File: config.mk
export PLATFORM = sky130hd
export DESIGN_NAME = arp_udp_frame_classifier
export DESIGN_NICKNAME = d
export VERILOG_FILES = /design/src/rtl/auc_pkg.sv /design/src/rtl/auc_front.sv /design/src/rtl/auc_queue.sv /design/src/rtl/auc_back.sv /design/src/rtl/arp_udp_frame_classifier.sv
export VERILOG_INCLUDE_DIRS = /design/src /design/src/rtl
export SDC_FILE = /design/constraint.sdc
export NUM_CORES = 1
export LEC_CHECK = 0
export ABC_AREA = 1
export ABC_CLOCK_PERIOD_IN_PS = 27700
export BUFFER_PORTS_ARGS = -buffer_cell sky130_fd_sc_hd__buf_2
export CAP_MARGIN = 40
export CORE_UTILIZATION = 27
export CTS_CLUSTER_DIAMETER = 30
export DETAILED_ROUTE_END_ITERATION = 16
export PLACE_DENSITY = 0.48
export SLEW_MARGIN = 20
export SYNTH_ARGS = -nofsm -noshare
export SYNTH_HDL_FRONTEND = slang
export SYNTH_SLANG_ARGS = --single-unit
File: constraint.sdc
create_clock -name i_clk -period 27.7 [get_ports i_clk]
set_clock_uncertainty 0.05 [all_clocks]
set_input_delay 5.54 -clock i_clk [delete_from_list [all_inputs] [get_ports i_clk]]
set_output_delay 5.54 -clock i_clk [all_outputs]
set_load 0.005 [all_outputs]
File: src/rtl/arp_udp_frame_classifier_macros.svh
// ----------------------------------------------------------------------------
// ARP/UDP frame classifier assertion macros
// Shared assertion shorthands for the classifier RTL.
// ----------------------------------------------------------------------------
`ifndef ARP_UDP_FRAME_CLASSIFIER_MACROS_SVH
`define ARP_UDP_FRAME_CLASSIFIER_MACROS_SVH
`ifndef NO_ASSERTIONS
// Implication check that is switched off while reset is held.
`define AUC_ASSERT_IMPL(lbl, clk, rst_n, ante, cons) \
    lbl: assert property (@(posedge clk) disable iff (!rst_n) (ante) |-> (cons)) \
        else $error("classifier implication check failed");
// Implication check that also runs through reset.
`define AUC_ASSERT_ALWAYS(lbl, clk, ante, cons) \
    lbl: assert property (@(posedge clk) (ante) |-> (cons)) \
        else $error("classifier reset check failed");
`else
`define AUC_ASSERT_IMPL(lbl, clk, rst_n, ante, cons)
`define AUC_ASSERT_ALWAYS(lbl, clk, ante, cons)
`endif
`endif

File: src/rtl/auc_pkg.sv
// ----------------------------------------------------------------------------
// ARP/UDP frame classifier package
// Types, header offsets and codes shared by the classifier modules.
// ----------------------------------------------------------------------------
package auc_pkg;

    localparam int MAX_FRAME_LEN_DEF = 16383;
    localparam int MIN_LEN           = 42;
    localparam int QUEUE_DEPTH       = 2;

    // Configuration register indexes.
    localparam int CFG_IDX_W = 1;
    localparam logic [CFG_IDX_W-1:0] CFG_OWN_IP       = 1'd0;
    localparam logic [CFG_IDX_W-1:0] CFG_REBOOT_MAGIC = 1'd1;

    // Byte offsets inside the frame.
    localparam int POS_TYPE_HI   = 12;
    localparam int POS_TYPE_LO   = 13;
    localparam int POS_14        = 14;
    localparam int POS_15        = 15;
    localparam int POS_16        = 16;
    localparam int POS_17        = 17;
    localparam int POS_18        = 18;
    localparam int POS_19        = 19;
    localparam int POS_20        = 20;
    localparam int POS_21        = 21;
    localparam int POS_IP_PROTO  = 23;
    localparam int POS_SMAC_LO   = 22;
    localparam int POS_SMAC_HI   = 27;
    localparam int POS_SIP_LO    = 28;
    localparam int POS_SIP_HI    = 31;
    localparam int POS_TIP_LO    = 38;
    localparam int POS_TIP_HI    = 41;
    localparam int POS_PAY_LO    = 42;
    localparam int POS_PAY_HI    = 49;

    // Expected header bytes.
    localparam logic [7:0] ETH_TYPE_HI   = 8'h08;
    localparam logic [7:0] ETH_ARP_LO    = 8'h06;
    localparam logic [7:0] ETH_IPV4_LO   = 8'h00;
    localparam logic [7:0] ARP_HTYPE_HI  = 8'h00;
    localparam logic [7:0] ARP_HTYPE_LO  = 8'h01;
    localparam logic [7:0] ARP_PTYPE_HI  = 8'h08;
    localparam logic [7:0] ARP_PTYPE_LO  = 8'h00;
    localparam logic [7:0] ARP_HLEN      = 8'h06;
    localparam logic [7:0] ARP_PLEN      = 8'h04;
    localparam logic [7:0] ARP_OP_HI     = 8'h00;
    localparam logic [7:0] ARP_OP_LO     = 8'h01;
    localparam logic [7:0] IPV4_VER_IHL  = 8'h45;
    localparam logic [7:0] IP_PROTO_UDP  = 8'h11;

    localparam logic [15:0] UDP_HDR_LEN   = 16'd8;
    localparam logic [16:0] UDP_LEN_BIAS  = 17'd34;
    localparam logic [15:0] MAGIC_PAY_LEN = 16'd8;

    typedef enum logic [1:0] {
        VERDICT_OTHER  = 2'd0,
        VERDICT_ARP    = 2'd1,
        VERDICT_REBOOT = 2'd2,
        VERDICT_UDP    = 2'd3
    } t_verdict;

    // Everything the back end needs from one finished frame.
    typedef struct packed {
        logic        len_ok;
        logic        arp_hdr_ok;
        logic        udp_hdr_ok;
        logic        udp_len_ok;
        logic [47:0] src_mac;
        logic [31:0] src_ip;
        logic [31:0] target_word;
        logic [63:0] payload;
    } t_frame_rec;

endpackage

File: src/rtl/auc_front.sv
// ----------------------------------------------------------------------------
// Classifier front end
// Counts frame bytes, checks header bytes on the fly and captures fields.
// ----------------------------------------------------------------------------
module auc_front #(
    parameter int MAX_FRAME_LEN = auc_pkg::MAX_FRAME_LEN_DEF
) (
    input  logic               i_clk,
    input  logic               i_rst_n,
    input  logic               i_accept,
    input  logic [7:0]         i_byte,
    input  logic               i_last,
    output logic               o_push,
    output auc_pkg::t_frame_rec o_rec
);
    import auc_pkg::*;

    localparam int LEN_W = $clog2(MAX_FRAME_LEN + 1);

    logic [LEN_W-1:0] r_pos, n_pos;
    logic             r_arp_ok, n_arp_ok;
    logic             r_ip_ok, n_ip_ok;
    logic [47:0]      r_mac, n_mac;
    logic [31:0]      r_sip, n_sip;
    logic [31:0]      r_tip, n_tip;
    logic [63:0]      r_pay, n_pay;
    logic             arp_base, ip_base;
    logic [16:0]      ulen_end;

    function automatic logic at(input logic [LEN_W-1:0] pos, input int off);
        at = (pos == LEN_W'(off));
    endfunction

    always_comb begin
        n_pos = (r_pos == LEN_W'(MAX_FRAME_LEN)) ? r_pos : r_pos + LEN_W'(1);

        // Match flags restart on the first byte of each frame.
        arp_base = (r_pos == '0) ? 1'b1 : r_arp_ok;
        ip_base  = (r_pos == '0) ? 1'b1 : r_ip_ok;
        n_arp_ok = arp_base;
        n_ip_ok  = ip_base;
        unique case (1'b1)
            at(r_pos, POS_TYPE_HI): begin
                n_arp_ok = arp_base & (i_byte == ETH_TYPE_HI);
                n_ip_ok  = ip_base & (i_byte == ETH_TYPE_HI);
            end
            at(r_pos, POS_TYPE_LO): begin
                n_arp_ok = arp_base & (i_byte == ETH_ARP_LO);
                n_ip_ok  = ip_base & (i_byte == ETH_IPV4_LO);
            end
            at(r_pos, POS_14): begin
                n_arp_ok = arp_base & (i_byte == ARP_HTYPE_HI);
                n_ip_ok  = ip_base & (i_byte == IPV4_VER_IHL);
            end
            at(r_pos, POS_15): n_arp_ok = arp_base & (i_byte == ARP_HTYPE_LO);
            at(r_pos, POS_16): n_arp_ok = arp_base & (i_byte == ARP_PTYPE_HI);
            at(r_pos, POS_17): n_arp_ok = arp_base & (i_byte == ARP_PTYPE_LO);
            at(r_pos, POS_18): n_arp_ok = arp_base & (i_byte == ARP_HLEN);
            at(r_pos, POS_19): n_arp_ok = arp_base & (i_byte == ARP_PLEN);
            at(r_pos, POS_20): n_arp_ok = arp_base & (i_byte == ARP_OP_HI);
            at(r_pos, POS_21): n_arp_ok = arp_base & (i_byte == ARP_OP_LO);
            at(r_pos, POS_IP_PROTO): n_ip_ok = ip_base & (i_byte == IP_PROTO_UDP);
            default: ;
        endcase

        n_mac = r_mac;
        n_sip = r_sip;
        n_tip = r_tip;
        n_pay = r_pay;
        if (r_pos >= LEN_W'(POS_SMAC_LO) && r_pos <= LEN_W'(POS_SMAC_HI)) begin
            n_mac = {r_mac[39:0], i_byte};
        end
        if (r_pos >= LEN_W'(POS_SIP_LO) && r_pos <= LEN_W'(POS_SIP_HI)) begin
            n_sip = {r_sip[23:0], i_byte};
        end
        if (r_pos >= LEN_W'(POS_TIP_LO) && r_pos <= LEN_W'(POS_TIP_HI)) begin
            n_tip = {r_tip[23:0], i_byte};
        end
        // Payload is little-endian: the first byte ends up in the low bits.
        if (r_pos >= LEN_W'(POS_PAY_LO) && r_pos <= LEN_W'(POS_PAY_HI)) begin
            n_pay = {i_byte, r_pay[63:8]};
        end
    end

    // The UDP length sits in the top half of the target word (bytes 38..39).
    assign ulen_end = {1'b0, n_tip[31:16]} + UDP_LEN_BIAS;

    always_comb begin
        o_push            = i_accept & i_last;
        o_rec.len_ok      = (n_pos >= LEN_W'(MIN_LEN));
        o_rec.arp_hdr_ok  = n_arp_ok;
        o_rec.udp_hdr_ok  = n_ip_ok;
        o_rec.udp_len_ok  = (n_tip[31:16] >= UDP_HDR_LEN) &&
                            (ulen_end <= 17'(n_pos));
        o_rec.src_mac     = n_mac;
        o_rec.src_ip      = n_sip;
        o_rec.target_word = n_tip;
        o_rec.payload     = n_pay;
    end

    always_ff @(posedge i_clk) begin
        if (!i_rst_n) begin
            r_pos <= '0;
        end else if (i_accept) begin
            r_pos <= i_last ? '0 : n_pos;
        end
    end

    always_ff @(posedge i_clk) begin
        if (i_accept) begin
            r_arp_ok <= n_arp_ok;
            r_ip_ok  <= n_ip_ok;
            r_mac    <= n_mac;
            r_sip    <= n_sip;
            r_tip    <= n_tip;
            r_pay    <= n_pay;
        end
    end

endmodule

File: src/rtl/auc_queue.sv
// ----------------------------------------------------------------------------
// Classifier frame queue
// Small FIFO of finished frame records between the front and back ends.
// ----------------------------------------------------------------------------
module auc_queue (
    input  logic                i_clk,
    input  logic                i_rst_n,
    input  logic                i_push,
    input  auc_pkg::t_frame_rec i_rec,
    input  logic                i_pop,
    output logic                o_full,
    output logic                o_empty,
    output auc_pkg::t_frame_rec o_rec
);
    import auc_pkg::*;

    localparam int PTR_W = $clog2(QUEUE_DEPTH);
    localparam int CNT_W = $clog2(QUEUE_DEPTH + 1);

    t_frame_rec       r_mem [QUEUE_DEPTH];
    logic [PTR_W-1:0] r_wp, n_wp;
    logic [PTR_W-1:0] r_rp, n_rp;
    logic [CNT_W-1:0] r_cnt, n_cnt;
    logic             do_push, do_pop;

    assign o_full  = (r_cnt == CNT_W'(QUEUE_DEPTH));
    assign o_empty = (r_cnt == '0);
    assign o_rec   = r_mem[r_rp];
    assign do_push = i_push & ~o_full;
    assign do_pop  = i_pop & ~o_empty;

    always_comb begin
        n_wp  = do_push ? ((r_wp == PTR_W'(QUEUE_DEPTH - 1)) ? '0 : r_wp + PTR_W'(1)) : r_wp;
        n_rp  = do_pop ? ((r_rp == PTR_W'(QUEUE_DEPTH - 1)) ? '0 : r_rp + PTR_W'(1)) : r_rp;
        n_cnt = r_cnt + CNT_W'(do_push) - CNT_W'(do_pop);
    end

    always_ff @(posedge i_clk) begin
        if (!i_rst_n) begin
            r_wp  <= '0;
            r_rp  <= '0;
            r_cnt <= '0;
        end else begin
            r_wp  <= n_wp;
            r_rp  <= n_rp;
            r_cnt <= n_cnt;
        end
    end

    always_ff @(posedge i_clk) begin
        if (do_push) begin
            r_mem[r_wp] <= i_rec;
        end
    end

endmodule

File: src/rtl/auc_back.sv
// ----------------------------------------------------------------------------
// Classifier back end
// Compares captured fields with the configuration and registers the verdict.
// ----------------------------------------------------------------------------
module auc_back (
    input  logic                i_clk,
    input  logic                i_rst_n,
    input  logic                i_empty,
    input  auc_pkg::t_frame_rec i_rec,
    output logic                o_pop,
    input  logic [31:0]         i_own_ip,
    input  logic [63:0]         i_magic,
    output logic                o_valid,
    input  logic                i_ready,
    output auc_pkg::t_verdict   o_verdict,
    output logic [47:0]         o_sender_mac,
    output logic [31:0]         o_sender_ip,
    output logic [15:0]         o_payload_len
);
    import auc_pkg::*;

    logic        r_valid;
    t_verdict    r_verdict, n_verdict;
    logic [47:0] r_mac, n_mac;
    logic [31:0] r_sip, n_sip;
    logic [15:0] r_plen, n_plen;
    logic        is_arp, is_udp;
    logic [15:0] plen;

    assign o_pop = ~i_empty & (~r_valid | i_ready);

    always_comb begin
        plen   = i_rec.target_word[31:16] - UDP_HDR_LEN;
        is_arp = i_rec.len_ok & i_rec.arp_hdr_ok & (i_rec.target_word == i_own_ip);
        is_udp = i_rec.len_ok & i_rec.udp_hdr_ok & i_rec.udp_len_ok;
        n_verdict = VERDICT_OTHER;
        n_mac     = '0;
        n_sip     = '0;
        n_plen    = '0;
        priority if (is_arp) begin
            n_verdict = VERDICT_ARP;
            n_mac     = i_rec.src_mac;
            n_sip     = i_rec.src_ip;
        end else if (is_udp) begin
            n_plen    = plen;
            n_verdict = (plen == MAGIC_PAY_LEN && i_rec.payload == i_magic) ?
                        VERDICT_REBOOT : VERDICT_UDP;
        end else begin
            n_verdict = VERDICT_OTHER;
        end
    end

    always_ff @(posedge i_clk) begin
        if (!i_rst_n) begin
            r_valid <= 1'b0;
        end else if (~r_valid | i_ready) begin
            r_valid <= ~i_empty;
        end
    end

    always_ff @(posedge i_clk) begin
        if (o_pop) begin
            r_verdict <= n_verdict;
            r_mac     <= n_mac;
            r_sip     <= n_sip;
            r_plen    <= n_plen;
        end
    end

    assign o_valid       = r_valid;
    assign o_verdict     = r_verdict;
    assign o_sender_mac  = r_mac;
    assign o_sender_ip   = r_sip;
    assign o_payload_len = r_plen;

endmodule

File: src/rtl/arp_udp_frame_classifier.sv
// ----------------------------------------------------------------------------
// ARP/UDP frame classifier
// Receive-side classifier giving one verdict per Ethernet frame.
// ----------------------------------------------------------------------------
// Usage:
// The input stream carries one frame byte per beat in tdata, with tlast on
// the final byte. The block accepts one byte every cycle while the queue is
// not full. Header fields are checked and captured as the bytes go by, so no
// frame buffer is needed. On the last byte the captured record enters a
// two-entry queue; the back end compares it with own_ip and reboot_magic and
// presents one result beat on the output stream. The queue is written when
// the last byte is accepted; the output register loads from the queue head
// once it is free, and o_m_tvalid rises. Sustained rate is one byte per cycle
// while the queue is not full; back-to-back one-byte frames give one result
// per cycle while the output is not stalled. When the receiver stalls,
// results wait in the output register and the queue; input tready drops only
// when the queue is full. Reset clears the byte counter, the queue and the
// output valid, and sets both configuration registers to zero. Configuration
// is written through i_cfg_we/i_cfg_idx/i_cfg_data; the user must do so only
// while no frame is in flight, which the block itself does not enforce.
// Frames longer than MAX_FRAME_LEN bytes are counted as MAX_FRAME_LEN long.
// ----------------------------------------------------------------------------
`include "arp_udp_frame_classifier_macros.svh"

module arp_udp_frame_classifier #(
    parameter int MAX_FRAME_LEN = auc_pkg::MAX_FRAME_LEN_DEF
) (
    input  logic                           i_clk,
    input  logic                           i_rst_n,
    // Input stream: tdata = data_byte[7:0]; tlast = last_byte.
    input  logic                           i_s_tvalid,
    output logic                           o_s_tready,
    input  logic [7:0]                     i_s_tdata,
    input  logic                           i_s_tlast,
    // Result stream: tdata = src_mac[47:0], src_ip[79:48],
    // payload_len[95:80].
    output logic                           o_m_tvalid,
    input  logic                           i_m_tready,
    output logic [95:0]                    o_m_tdata,
    // tuser = verdict[1:0].
    output logic [1:0]                     o_m_tuser,
    // Configuration write port.
    input  logic                           i_cfg_we,
    input  logic [auc_pkg::CFG_IDX_W-1:0]  i_cfg_idx,
    input  logic [63:0]                    i_cfg_data
);
    import auc_pkg::*;

    logic [31:0] r_own_ip;
    logic [63:0] r_magic;
    logic        accept;
    logic        push, pop, q_full, q_empty;
    t_frame_rec  front_rec, head_rec;
    t_verdict    verdict;
    logic [47:0] smac;
    logic [31:0] sip;
    logic [15:0] plen;

    always_ff @(posedge i_clk) begin
        if (!i_rst_n) begin
            r_own_ip <= '0;
            r_magic  <= '0;
        end else if (i_cfg_we) begin
            unique case (i_cfg_idx)
                CFG_OWN_IP:       r_own_ip <= i_cfg_data[31:0];
                CFG_REBOOT_MAGIC: r_magic  <= i_cfg_data;
                default: ;
            endcase
        end
    end

    assign o_s_tready = ~q_full;
    assign accept     = i_s_tvalid & o_s_tready;

    auc_front #(
        .MAX_FRAME_LEN(MAX_FRAME_LEN)
    ) u_front (
        .i_clk    (i_clk),
        .i_rst_n  (i_rst_n),
        .i_accept (accept),
        .i_byte   (i_s_tdata),
        .i_last   (i_s_tlast),
        .o_push   (push),
        .o_rec    (front_rec)
    );

    auc_queue u_queue (
        .i_clk   (i_clk),
        .i_rst_n (i_rst_n),
        .i_push  (push),
        .i_rec   (front_rec),
        .i_pop   (pop),
        .o_full  (q_full),
        .o_empty (q_empty),
        .o_rec   (head_rec)
    );

    auc_back u_back (
        .i_clk         (i_clk),
        .i_rst_n       (i_rst_n),
        .i_empty       (q_empty),
        .i_rec         (head_rec),
        .o_pop         (pop),
        .i_own_ip      (r_own_ip),
        .i_magic       (r_magic),
        .o_valid       (o_m_tvalid),
        .i_ready       (i_m_tready),
        .o_verdict     (verdict),
        .o_sender_mac  (smac),
        .o_sender_ip   (sip),
        .o_payload_len (plen)
    );

    assign o_m_tdata = {plen, sip, smac};
    assign o_m_tuser = verdict;

    // ARP fields appear only with an ARP verdict, the length only with UDP ones.
    `AUC_ASSERT_IMPL(a_arp_fields, i_clk, i_rst_n, o_m_tvalid && o_m_tuser != VERDICT_ARP, o_m_tdata[79:0] == 80'd0)
    `AUC_ASSERT_IMPL(a_len_field, i_clk, i_rst_n, o_m_tvalid && (o_m_tuser == VERDICT_ARP || o_m_tuser == VERDICT_OTHER), o_m_tdata[95:80] == 16'd0)
    // A reboot verdict always carries an 8-byte payload length.
    `AUC_ASSERT_IMPL(a_reboot_len, i_clk, i_rst_n, o_m_tvalid && o_m_tuser == VERDICT_REBOOT, o_m_tdata[95:80] == MAGIC_PAY_LEN)
    `AUC_ASSERT_ALWAYS(a_reset_idle, i_clk, $past(!i_rst_n), !o_m_tvalid && o_s_tready)

endmodule
Word level (Yosys, flattened, before mapping)
Memory sizes are Yosys's and may differ from the RTL's. A register that Yosys moved wholly into a read port is not among the register bits.
Cells that the tools add are included.
{"block": "classes", "n_addsub": 7, "mul": 0, "div_mod_pow": 0, "n_lt_le_gt_ge": 11, "eq_ne": 22, "shifts": 0, "muxes": 18, "bitwise": 24, "reduce_logical": 16}
{"cell": "14-bit by 5-bit == test with 1-bit output (second input constant)", "n": 7}
{"cell": "64-bit == test", "n": 1}
{"cell": "32-bit 2-to-1 mux", "n": 2}
{"cell": "64-bit 2-to-1 mux", "n": 1}
{"cell": "14-bit by 4-bit == test with 1-bit output (second input constant)", "n": 4}
{"cell": "48-bit 2-to-1 mux", "n": 1}
{"cell": "14-bit by 6-bit greater-or-equal comparator with 1-bit output (second input constant)", "n": 3}
{"cell": "32-bit == test", "n": 1}
{"cell": "14-bit by 5-bit greater-or-equal comparator with 1-bit output (second input constant)", "n": 2}
{"cell": "14-bit by 5-bit less-or-equal comparator with 1-bit output (second input constant)", "n": 2}
{"cell": "14-bit by 6-bit less-or-equal comparator with 1-bit output (second input constant)", "n": 2}
{"cell": "14-bit 2-to-1 mux", "n": 2}
{"cell": "1-bit bitwise AND", "n": 18}
{"cell": "16-bit by 6-bit adder with 17-bit output (second input constant)", "n": 1}
{"cell": "17-bit by 14-bit less-or-equal comparator with 1-bit output", "n": 1}
{"cell": "16-bit by 4-bit == test with 1-bit output (second input constant)", "n": 1}
{"cell": "8-bit by 3-bit == test with 1-bit output (second input constant)", "n": 2}
{"cell": "16-bit by 4-bit greater-or-equal comparator with 1-bit output (second input constant)", "n": 1}
{"cell": "16-bit by 4-bit subtractor with 16-bit output (second input constant)", "n": 1}
{"cell": "14-bit by 1-bit adder with 14-bit output (second input constant)", "n": 1}
{"cell": "14-bit == test (second input constant)", "n": 1}
{"cell": "14-bit zero test", "n": 1}
{"cell": "1-bit 2-to-1 mux", "n": 10}
{"cell": "8-bit by 1-bit == test with 1-bit output (second input constant)", "n": 1}
{"cell": "17 further kinds", "n": 31}
{"block": "totals", "regBits": 391, "latch_bits": 0, "mem_bits_rw": 360, "mem_bits_ro": 0, "input_bits": 79, "output_inout_bits": 100, "mem_count": 1}
{"name": "u_queue.r_mem", "words": 2, "word_bits": 180, "read_ports": 1, "rd_ports_with_merged_regs": 1, "write_ports": 1, "line": "auc_queue.sv:20", "text": "t_frame_rec r_mem [QUEUE_DEPTH];"}

Logic depth before layout (Yosys ltp)
Gate-level depths: netlist of the first run.
{"block": "depth", "ltp_word": 7, "ltp_mapped": 30, "ltp_nobuf": 29}

Modules after synthesis
Synthesis of the first run repeated with hierarchy kept, for this count alone.
{"block": "hier_totals", "cells_unflattened": 2725, "area_unflattened_um2": 33150.5}
{"mod": "auc_queue", "instances": 1, "cells_per_inst": 598, "area_each_um2": 13635.6, "seq_area_each_um2": 10910.5}
{"mod": "auc_front", "instances": 1, "cells_per_inst": 858, "area_each_um2": 9761.9, "seq_area_each_um2": 5625.4}
{"mod": "auc_back", "instances": 1, "cells_per_inst": 774, "area_each_um2": 6065.8, "seq_area_each_um2": 2962.8}
{"mod": "arp_udp_frame_classifier", "instances": 1, "cells_per_inst": 495, "area_each_um2": 3687.3, "seq_area_each_um2": 1921.8}

Worst setup path before layout of the first run
No wires, ideal clock.
{"block": "synth_path", "path_kind": "in2reg", "start": "in i_s_tvalid", "end": "mem u_queue.r_mem[0][0] (netlist name), enable pin", "setup_time_ns": 0.721, "arrival_time_ns": 17.408, "path_slack_ns": 9.521, "stages": 4, "cell_sequence": "nand2_1 -> inv_1 -> nand2_1 -> nor2_1"}
{"block": "synth_between", "elab_chain_cells": 5}
{"element": "from (decl)", "line": "arp_udp_frame_classifier.sv:31", "text": "input logic i_s_tvalid,"}
{"element": "1-bit bitwise AND", "line": "arp_udp_frame_classifier.sv:73", "text": "assign accept = i_s_tvalid & o_s_tready;"}
{"element": "named net accept", "line": "arp_udp_frame_classifier.sv:51", "text": "logic accept;"}
{"element": "1-bit bitwise AND", "line": "auc_front.sv:89", "text": "o_push = i_accept & i_last;"}
{"element": "1-bit bitwise AND", "line": "auc_queue.sv:29", "text": "assign do_push = i_push & ~o_full;"}
{"element": "1-bit 2-to-1 mux", "line": "auc_queue.sv:51", "text": "if (do_push) begin"}
{"element": "1-bit 2-to-1 mux (not written as such)", "line": "auc_queue.sv:52", "text": "r_mem[r_wp] <= i_rec;"}
{"element": "to (decl)", "line": "auc_queue.sv:20"}
The timed path passes the listed nets, and every way through them passes these cells.

Final worst setup path of the first run
{"block": "layout_path", "start": "in i_s_tvalid", "end": "mem u_queue.r_mem[1][47] (netlist name), enable pin"}
Same word-level chain as after synthesis.

==> results.toml, run 1 <==
[placed_design]
place_ws_ns = 17.93
gp_congestion = 0.844
portBuffers = 178
place.detailed.hpwl_mm = 52.1

[logic_synthesis]
mappedNetlistNets = 2721
yosys.cell_types.count = 46
synth-seq-cells = 752
gate_count_of_the_mapped_netlist = 2619
dominant_cells_by_area_after_synthesis = "sky130_fd_sc_hd__edfxtp_1 60%, sky130_fd_sc_hd__dfxtp_1 7.2%, sky130_fd_sc_hd__nand2_1 6.1%, sky130_fd_sc_hd__mux2_2 4.2%, sky130_fd_sc_hd__nor2_4 2.8%"
synth.yosys.warnings = 0
synth_top_area_share = 0.596
syn_area_um2 = 32000
avgSynthCellArea_um2 = 12.2
synthDominantAreaCellType = "sky130_fd_sc_hd__edfxtp_1"
synth_sequential_area_ratio = 0.669

[finish]
final_util = 0.342
fin_nets = 2995
area_growth_pct = 26.0
drive_above_1_share = 0.241

[clocking]
tritoncts_num_sinks = 752
clock_tree.htree_level_count = 4
cts_inserted_buffers = 158
cts_clk_pin_slew_worst_paths_ns = 0.04
postCtsHoldBufs = 0
root_buffer = "sky130_fd_sc_hd__clkbuf_16"
cts_resized = 0
post_cts_setup_buffer_count = 0
cts_tree = "built"
insertion_delay_ns = 0.76
clock_path_buffers = 3

[routing]
detail_route.vias_per_cell = 4.30
remaining_drc_errors = 2
num_vias = 19600
drtAntennaViolNets = 0
route.final.wire_length_mm = 78.2
detailedRoute.firstIterationViolations = 1160
wire_per_inst_um = 17.1
drt_pass1_iterations = 13

[hold_path]
min_path_cells = 1
hold_path.startpoint = "u_queue.r_rp"
min_path_type = "flip-flop to flip-flop"

[timing]
grt_setup_unrepaired = "no"
worstMarginPinSlew_ns = 0.826
timing.fmax_mhz = 113
final-hold-violation-count = 0
whs_ns = 0.385
setup_tns_ns = 0
final_critical_path_setup_slack_ns = 18.86
final-setup-viol-count = 0
fin_crit_ns = 8.84
final-max-slew-violation-count = 0
slew-limit-headroom = 0.449
timing.final.crit_share = 0.319

[job]
max_cap_viol_count = 0

[critical_path]
crit_path_top_delay_cell = "sky130_fd_sc_hd__buf_4"
timing.reg2reg.setup_slack_ns = 23.00
critical_path.reg2reg.endpoint = "u_back.o_sender_ip[20]"
timing.critical_path.to_type = "flip-flop"
worst_r2r_path_depth = 17
critical_path_start_type = "input pin"
worst_path_depth = 8
critical_path_class = "input pin to flip-flop"
worst-endpoint-required_ns = 28.01
worst-path-buf-inv = 5
worstPathArrival_ns = 9.15
critical_path.max_fanout = 77
worstPathCellList = "buf_2, nand2_1, inv_8, buf_16, nand2_1, nor2_4, buf_4, buf_4"
path_delay_family = "buffers and inverters"
critical_path.max_stage_delay_ns = 0.73

[power_and_ir_drop]
vdd.ir_drop.worst_v = 0.0000491
internal-power_w = 0.00280
power_switching_w = 0.00106
switching_share = 0.275
power.combinational.fraction = 0.135
power.sequential.fraction = 0.367
power-per-cell-area_nw_per_um2 = 95.6
power.clock.fraction = 0.498
p_leak_nw = 13.8

[floorplanning]
chipWidth_um = 346
design.core.area_um2 = 118000
design.portCount = 179
floorplan.rows = 126
starting_utilization_of_the_core_area = 0.272
die_y_um = 346
die-area_um2 = 120000

[global_routing]
antenna_found_initial = 1
grt.overflow.total = 0
grt_pass1_wl_mm = 118
grt_pass1_vias = 19500
grt_start_max_net_pins = 78
groute.usage.overall = 0.129

[status]
failed_checks = "design-rule violations"
status = "complete, but fails checks"
## how the worst max path moves through the flow
stage	slack [ns]	startpoint	end
3_5_place_dp	17.93	i_s_tvalid	u_queue.r_mem[1][67]
5_1_grt	18.51	i_s_tvalid	u_queue.r_mem[1][47]
6_report	18.86	i_s_tvalid	u_queue.r_mem[1][47]
3_3_place_gp	17.47	i_s_tvalid	u_queue.r_mem[1][6]
2_1_floorplan	9.52	i_s_tvalid	u_queue.r_mem[0][0]
4_1_cts	18.73	i_s_tvalid	u_queue.r_mem[1][10]
## registers in the layout, summed over array words and instances, names as in the netlist, named ones only
name / cells
u_front.r_pay: 64
u_queue.r_wp: 1
u_front.r_pos: 14
r_own_ip: 32
u_queue.r_cnt: 2
u_front.r_mac: 48
u_back.o_sender_ip: 32
u_front.r_tip: 32
u_queue.r_rp: 1
u_queue.r_mem: 360
u_back.o_payload_len: 16
u_back.o_verdict: 2
u_front.r_arp_ok: 1
u_back.o_sender_mac: 48
r_magic: 64
u_front.r_ip_ok: 1
u_front.r_sip: 32
u_back.o_valid: 1
## Yosys cell counts, drive strengths merged
cell type / n
a211oi: 1
a21oi: 94
a31o: 1
a31oi: 3
and2: 6
buf: 36
clkbuf: 63
clkinv: 2
dfxtp: 116
edfxtp: 636
ha: 23
inv: 180
mux2: 120
mux2i: 82
nand2: 519
nand3: 94
nand3b: 11
nand4: 24
nor2: 287
nor3: 17
nor4: 7
nor4b: 4
o211ai: 14
o21a: 3
o21ai: 172
or2: 34
or3: 1
xnor2: 13
xor2: 56
## metal layers
metal,global-route usage,share of wire,up-vias
li1,-,-,9700
met1,0.162,0.44,9415
met2,0.214,0.49,381
met3,0.0281,0.041,135
met4,0.0532,0.029,0
met5,0,0,-
## placed cells by master, fill, tap and decap left out, types with 23 or more instances in the layout
cell type and count:
sky130_fd_sc_hd__clkbuf_16 159, sky130_fd_sc_hd__mux2_2 120, sky130_fd_sc_hd__inv_1 177, sky130_fd_sc_hd__nor2_4 83, sky130_fd_sc_hd__buf_4 23, sky130_fd_sc_hd__xor2_1 56
sky130_fd_sc_hd__dfxtp_1 115, sky130_fd_sc_hd__nand2_1 516, sky130_fd_sc_hd__nand4_1 23, sky130_fd_sc_hd__ha_1 23, sky130_fd_sc_hd__a21oi_1 94, sky130_fd_sc_hd__nand3_1 93
sky130_fd_sc_hd__nor2_1 203, sky130_fd_sc_hd__o21ai_0 162, sky130_fd_sc_hd__mux2i_1 81, sky130_fd_sc_hd__buf_2 178, sky130_fd_sc_hd__or2_2 30, sky130_fd_sc_hd__edfxtp_1 636
sky130_fd_sc_hd__clkinv_2 30
## metrics by stage
| step | std cells | power (W) | area [um2] |
|---|---|---|---|
| floorplan | 2619 | 0.00177 | 32000 |
| global placement | 4257 | 0.00196 | 34500 |
| detailed placement | 4268 | 0.00197 | 34800 |
| CTS | 4564 | 0.00392 | 40400 |
| global route | 4565 | 0.00403 | 40400 |
| finish | 4566 | 0.00386 | 40400 |
## power groups by stage
| stage | Sequential (W) | Combinational, W | Clock [W] |
|---|---|---|---|
| 3_3_place_gp | 0.00144 | 0.000518 | 0 |
| 2_1_floorplan | 0.00145 | 0.000316 | 0 |
| 5_1_grt | 0.00143 | 0.000585 | 0.00202 |
| 4_1_cts | 0.00142 | 0.000538 | 0.00196 |
| 3_5_place_dp | 0.00144 | 0.000536 | 0 |
| 6_report | 0.00141 | 0.000523 | 0.00192 |
## cells by family after synthesis
logic type      count (synthesis)  synth area share
xor+xnor                       69            0.0189
compound gates                288            0.0474
buf+inv                       281            0.0391
mux                           202            0.0682
simple gates                 1004             0.149
flops                         752             0.669
fa+ha+maj                      23           0.00898
## area by class of cell
| cell class | instances | area, um2 |
|---|---|---|
| clock buffers | 180 | 4080 |
| well taps | 1536 | 1920 |
| fillers | 11600 | 77500 |
| flip-flops and latches | 752 | 21400 |
| clock inverters | 116 | 1480 |
| repair buffers | 213 | 1380 |
| inverters | 182 | 691 |
| multi-input cells | 1586 | 9410 |
| diodes | 1 | 2.50 |
(Power assumes the default switching activity.)
==> run 2, diff against run 1 <==
--- a/config.mk
+++ b/config.mk
@@ -7,7 +7,7 @@
 export NUM_CORES = 1
 export LEC_CHECK = 0
 export ABC_AREA = 1
-export ABC_CLOCK_PERIOD_IN_PS = 27700
+export ABC_CLOCK_PERIOD_IN_PS = 8900
 export BUFFER_PORTS_ARGS = -buffer_cell sky130_fd_sc_hd__buf_2
 export CAP_MARGIN = 40
 export CORE_UTILIZATION = 27
==> constraint.sdc (replaced) <==
create_clock -name i_clk -period 8.9 [get_ports i_clk]
set_clock_uncertainty 0.05 [all_clocks]
set_input_delay 1.78 -clock i_clk [delete_from_list [all_inputs] [get_ports i_clk]]
set_output_delay 1.78 -clock i_clk [all_outputs]
set_load 0.005 [all_outputs]
==> run 2 against run 1 <==
  * The flow still finishes with violations (design-rule violations)
  * Register-to-register slack got worse by 18 ns
  * Final area about the same
  * Largest cell class unchanged
  * Via count increased by 0.11%
  * Clock-buffer cell count increased by 11
  * Critical path type unchanged
  * First-iteration DRC count decreased by 8.6%
  * Cell count about the same
  * Wire length decreased by 0.29%
==> results.toml, run 2 (same netlist as run 1, synthesis figures left out) <==
[routing]
num_vias = 19700
met1Wirelength_mm = 34.1
met3WireLength_mm = 3.19
wire_per_inst_um = 17.1
drtAntennaViolNets = 0
maxUsedRoutingLayer = "met5"
drt_pass1_iterations = 11
detailedRoute.firstIterationViolations = 1060
detailroute.wirelength.met2_mm = 38.0
route.final.wire_length_mm = 78.0
detail_route.vias_per_cell = 4.31
remaining_drc_errors = 1

[clocking]
cts_inserted_buffers = 157
root_buffer = "sky130_fd_sc_hd__clkbuf_16"
tritoncts_num_sinks = 752
post_cts_setup_buffer_count = 0
cts_tree = "built"
cts_resized = 0
clock_tree.htree_level_count = 4
insertion_delay_ns = 0.77
postCtsHoldBufs = 0
cts_clk_pin_slew_worst_paths_ns = 0.05
clock_path_buffers = 3

[power_and_ir_drop]
totalPowerFinal_w = 0.0121
p_leak_nw = 13.8
vdd.ir_drop.worst_v = 0.000146
power-per-cell-area_nw_per_um2 = 298

[status]
status = "complete, but fails checks"
failed_checks = "design-rule violations"

[timing]
final-max-slew-violation-count = 0
final-hold-violation-count = 0
setup_tns_ns = 0
grt_setup_unrepaired = "no"
worstMarginPinSlew_ns = 0.841
fin_crit_ns = 4.51
slew-limit-headroom = 0.439
timing.final.crit_share = 0.506
final-setup-viol-count = 0
timing.fmax_mhz = 222

[global_routing]
grt_start_max_net_pins = 113
groute.usage.overall = 0.129
grt_pass1_vias = 19300
grt.overflow.total = 0
antenna_found_initial = 4
grt_pass1_wl_mm = 117

[floorplanning]
design.portCount = 179
starting_utilization_of_the_core_area = 0.272
die-area_um2 = 120000
floorplan.rows = 126
chipWidth_um = 346
die_y_um = 346
design.core.area_um2 = 118000

[finish]
multi_input_comb_area_um2 = 9410
max_flop_register = "u_queue.r_mem"
drive_above_1_share = 0.242
layout.cells.non_filler = 4565
area_growth_pct = 26.2
ff_latch_area_um2 = 21400
n_antenna_cell = 0
layout.cells.most_common = "sky130_fd_sc_hd__edfxtp_1"
fin_nets = 2995
largestRegisters = "u_queue.r_mem (360), r_magic (64), u_front.r_pay (64)"
layout.filler_cells = 11500
largest_register_ff_count = 360
mostFrequentLayoutCells = "636 x sky130_fd_sc_hd__edfxtp_1, 516 x sky130_fd_sc_hd__nand2_1, 203 x sky130_fd_sc_hd__nor2_1, 178 x sky130_fd_sc_hd__buf_2, 177 x sky130_fd_sc_hd__inv_1"

[hold_path]
min_path_type = "flip-flop to flip-flop"

[critical_path]
cpMostUsedCell = "sky130_fd_sc_hd__buf_4"
critical_path.max_fanout = 52
worstPathArrival_ns = 4.87
worst-endpoint-required_ns = 9.27
worstPathCellList = "buf_2, nand2_1, clkinvlp_4, buf_4, nand2_1, nor2_4, buf_4, buf_4, buf_16"
critical_path.max_stage_delay_ns = 0.60
timing.critical_path.to_type = "flip-flop"
crit_path_top_delay_cell = "sky130_fd_sc_hd__buf_4"
critical_path_class = "input pin to flip-flop"
critical_path_start_type = "input pin"

[job]
max_cap_viol_count = 0

[placed_design]
gp_congestion = 0.843
place.detailed.hpwl_mm = 51.6
dp.cells = 4268
portBuffers = 178
## run 2: cell count changes in the layout (fill, tap and decap cells not counted), sizes merged
cell      previous run  this run
buf                213       214
clkinvlp            12        15
clkinv              61        64
diode                1         0
bufinv              19        20
inv                206       187
clkbuf             180       191
## run 2: routing by layer
metal  GRT usage  vias to the layer above
li1            -                     9687
met4      0.0591                        6
met3      0.0290                      171
met2       0.211                      399
met1       0.160                     9390
met5           0                        -
## run 2: where the power goes
part	switching (W)	total, W	leakage [nW]	internal, W
sequential	0.000148	0.00441	5.52	0.00427
clock	0.00202	0.00601	2.70	0.00399
combinational	0.00111	0.00163	5.57	0.000517
## run 2: through the flow
step | setup slack (ns) | utilization | instance area [um2] | hold WS (ns)
global placement | 2.90 | 0.293 | 34500 | 0.385
CTS | 4.32 | 0.342 | 40400 | 0.406
detailed placement | 3.52 | 0.295 | 34700 | 0.390
floorplan | 1.29 | - | 32100 | 0.376
global route | 4.09 | 0.343 | 40400 | 0.425
finish | 4.39 | 0.343 | 40400 | 0.405
## run 2: area by class of cell
type,count,share of cell area
timing repair buffer,214,0.0331
sequential,752,0.530
tap,1536,0.0475
clock buffer,191,0.104
clock inverter,104,0.0356
inverter,182,0.0170
multi-input combinational,1586,0.233
## run 2: path summary, 6_finish.rpt
kind,start,slack (ns),cells past startpoint,endpoint
worst min-delay path,u_queue.r_rp,0.41,1,u_queue.r_rp
worst max register to register,flip-flop,4.52,12,u_back.o_sender_ip[2]
worst max-delay path,i_s_tvalid,4.39,9,u_queue.r_mem[0][58]
worst min register to register,u_queue.r_rp,0.41,1,u_queue.r_rp
## run 2: critical path: cells and delay by family
family,cells,cell delay (ns)
buffers and inverters,6,2.08
AND/OR/NAND/NOR,3,0.85
==> run 3, diff against run 2 <==
--- a/config.mk
+++ b/config.mk
@@ -7,7 +7,7 @@
 export NUM_CORES = 1
 export LEC_CHECK = 0
 export ABC_AREA = 1
-export ABC_CLOCK_PERIOD_IN_PS = 8900
+export ABC_CLOCK_PERIOD_IN_PS = 4400
 export BUFFER_PORTS_ARGS = -buffer_cell sky130_fd_sc_hd__buf_2
 export CAP_MARGIN = 40
 export CORE_UTILIZATION = 27
==> constraint.sdc (replaced) <==
create_clock -name i_clk -period 4.4 [get_ports i_clk]
set_clock_uncertainty 0.05 [all_clocks]
set_input_delay 0.88 -clock i_clk [delete_from_list [all_inputs] [get_ports i_clk]]
set_output_delay 0.88 -clock i_clk [all_outputs]
set_load 0.005 [all_outputs]
==> run 3 against run 2 <==
  * Final area decreased by 0.58%
  * Wire length rose by 1.2%
  * Cell count unchanged
  * Register-to-register slack lost 4.1 ns
  * The run still ends with design-rule violations left
  * Largest cell class unchanged
  * Non-clock buffer count is 3 higher
  * Clock-buffer cell count is 1 lower
==> results.toml, run 3 (same netlist as run 1, synthesis figures left out) <==
[status]
status = "complete, but fails checks"
failed_checks = "design-rule violations"

[routing]
detail_route.vias_per_cell = 4.31
drt_pass1_iterations = 11
route.final.wire_length_mm = 79.0
num_vias = 19700
remaining_drc_errors = 3
detailedRoute.firstIterationViolations = 1210
drtAntennaViolNets = 0
wire_per_inst_um = 17.3

[clocking]
clock_path_buffers = 3
cts_tree = "built"
clock_tree.htree_level_count = 4
cts_inserted_buffers = 157
insertion_delay_ns = 0.75
tritoncts_num_sinks = 752
root_buffer = "sky130_fd_sc_hd__clkbuf_16"
cts_clk_pin_slew_worst_paths_ns = 0.05

[critical_path]
worstPathArrival_ns = 4.50
critical_path.max_fanout = 20
critical_path_class = "flip-flop to flip-flop"
critical_path_start_type = "flip-flop"
timing.reg2reg.setup_slack_ns = 0.45
timing.critical_path.to_type = "flip-flop"
worst-endpoint-required_ns = 4.95

[job]
max_cap_viol_count = 0

[global_routing]
antenna_found_initial = 4
groute.usage.overall = 0.130
grt_start_max_net_pins = 119
grt_pass1_vias = 19500
grt.overflow.total = 0
grt_pass1_wl_mm = 119

[timing]
final-max-slew-violation-count = 0
slew-limit-headroom = 0.445
grt_setup_unrepaired = "no"
timing.final.crit_share = 0.898
fin_crit_ns = 3.95
whs_ns = 0.339
worstMarginPinSlew_ns = 0.832
final-setup-viol-count = 0
final-hold-violation-count = 0
timing.fmax_mhz = 253

[floorplanning]
starting_utilization_of_the_core_area = 0.272
floorplan.rows = 126
design.portCount = 179
chipWidth_um = 346
die-area_um2 = 120000
die_y_um = 346
design.core.area_um2 = 118000

[finish]
ff_latch_area_um2 = 21400
layout.filler_cells = 11600
fin_nets = 2998
layout.cells.non_filler = 4565
final_util = 0.341
area_growth_pct = 25.4
mostFrequentLayoutCells = "636 x sky130_fd_sc_hd__edfxtp_1, 513 x sky130_fd_sc_hd__nand2_1, 203 x sky130_fd_sc_hd__nor2_1, 178 x sky130_fd_sc_hd__buf_2, 176 x sky130_fd_sc_hd__inv_1"
n_antenna_cell = 0
multi_input_comb_area_um2 = 9440
largestRegisters = "u_queue.r_mem (360), r_magic (64), u_front.r_pay (64)"
largest_register_ff_count = 360
max_flop_register = "u_queue.r_mem"
layout.cells.most_common = "sky130_fd_sc_hd__edfxtp_1"
drive_above_1_share = 0.242

[placed_design]
portBuffers = 178
place.detailed.hpwl_mm = 51.3
dp.cells = 4272
gp_congestion = 0.834

[power_and_ir_drop]
vdd.ir_drop.worst_v = 0.000339
power-per-cell-area_nw_per_um2 = 592
p_leak_nw = 13.7

[hold_path]
min_path_type = "input pin to flip-flop"
run 3: cell count changes in the layout (fill, tap and decap cells not counted), moves of 5 or more:
cell | previous run | this run
sky130_fd_sc_hd__buf_12 | 4 | 14
sky130_fd_sc_hd__clkinv_16 | 12 | 3
sky130_fd_sc_hd__bufinv_16 | 20 | 12
sky130_fd_sc_hd__inv_6 | 4 | 12
sky130_fd_sc_hd__clkinv_1 | 10 | 15
sky130_fd_sc_hd__clkinv_4 | 12 | 7
run 3: power by group:
group	switching [W]	internal [W]
Clock	0.00401	0.00756
Sequential	0.000271	0.00862
Combinational	0.00227	0.00106
run 3: worst max-delay path: stages, from the launching register on:
cell,delay (ns)
sky130_fd_sc_hd__dfxtp_1,0.43
sky130_fd_sc_hd__inv_1,0.13
sky130_fd_sc_hd__ha_1,0.25
sky130_fd_sc_hd__nor2_1,0.15
sky130_fd_sc_hd__nand3_1,0.17
sky130_fd_sc_hd__nand4_2,0.15
sky130_fd_sc_hd__buf_4,0.24
sky130_fd_sc_hd__nand2_1,0.07
sky130_fd_sc_hd__nand2_1,0.24
sky130_fd_sc_hd__nand2_1,0.15
sky130_fd_sc_hd__nor2_1,0.26
sky130_fd_sc_hd__nand2_1,0.10
sky130_fd_sc_hd__xor2_1,0.16
sky130_fd_sc_hd__ha_1,0.29
sky130_fd_sc_hd__a21oi_1,0.17
sky130_fd_sc_hd__nor2_1,0.05
sky130_fd_sc_hd__a211oi_1,0.17
sky130_fd_sc_hd__nand2_1,0.08
sky130_fd_sc_hd__nand2_1,0.06
sky130_fd_sc_hd__nand2_1,0.05
sky130_fd_sc_hd__nand2_1,0.06
sky130_fd_sc_hd__nand2_1,0.05
sky130_fd_sc_hd__nor2_1,0.11
sky130_fd_sc_hd__nand2_1,0.05
sky130_fd_sc_hd__nor2_1,0.13
run 3: per-layer routing:
layer / track usage / share of wire
met1: 0.165 / 0.45
met3: 0.0283 / 0.040
met5: 0 / 0.00034
met2: 0.214 / 0.49
met4: 0.0551 / 0.028
run 3: repair_timing:
item                                    4_1_cts  5_1_grt
hold buffers                                  0        0
resized for setup                             0        4
endpoints found under the setup margin        0        2
buffers inserted                              0        0
run 3: area by class of cell:
cell class,instances,area share
clock buffers,190,0.104
multi-input cells,1586,0.235
flip-flops and latches,752,0.533
well taps,1536,0.0478
inverters,182,0.0172
repair buffers,217,0.0353
clock inverters,102,0.0276
run 3: final timing paths:
check | startpoint | depth (start not counted) | end
hold reg to reg | u_queue.r_rp | 1 | flip-flop
setup reg to reg | u_front.r_pos[1] | 24 | u_queue.r_mem[0][176]
setup / recovery | u_front.r_pos[1] | 24 | u_queue.r_mem[0][176]
hold / removal | i_cfg_data[37] | 3 | r_magic[37]
run 3: stage by stage:
step | TNS, ns | area [um2] | total power, W | worst slack (ns)
floorplan | -781.77 | 32100 | 0.0111 | -2.18
global placement | 0 | 34800 | 0.0124 | 0.458
detailed placement | 0 | 34900 | 0.0124 | 0.431
CTS | 0 | 40100 | 0.0241 | 0.403
global route | 0 | 40200 | 0.0248 | 0.0595
finish | 0 | 40200 | 0.0238 | 0.450
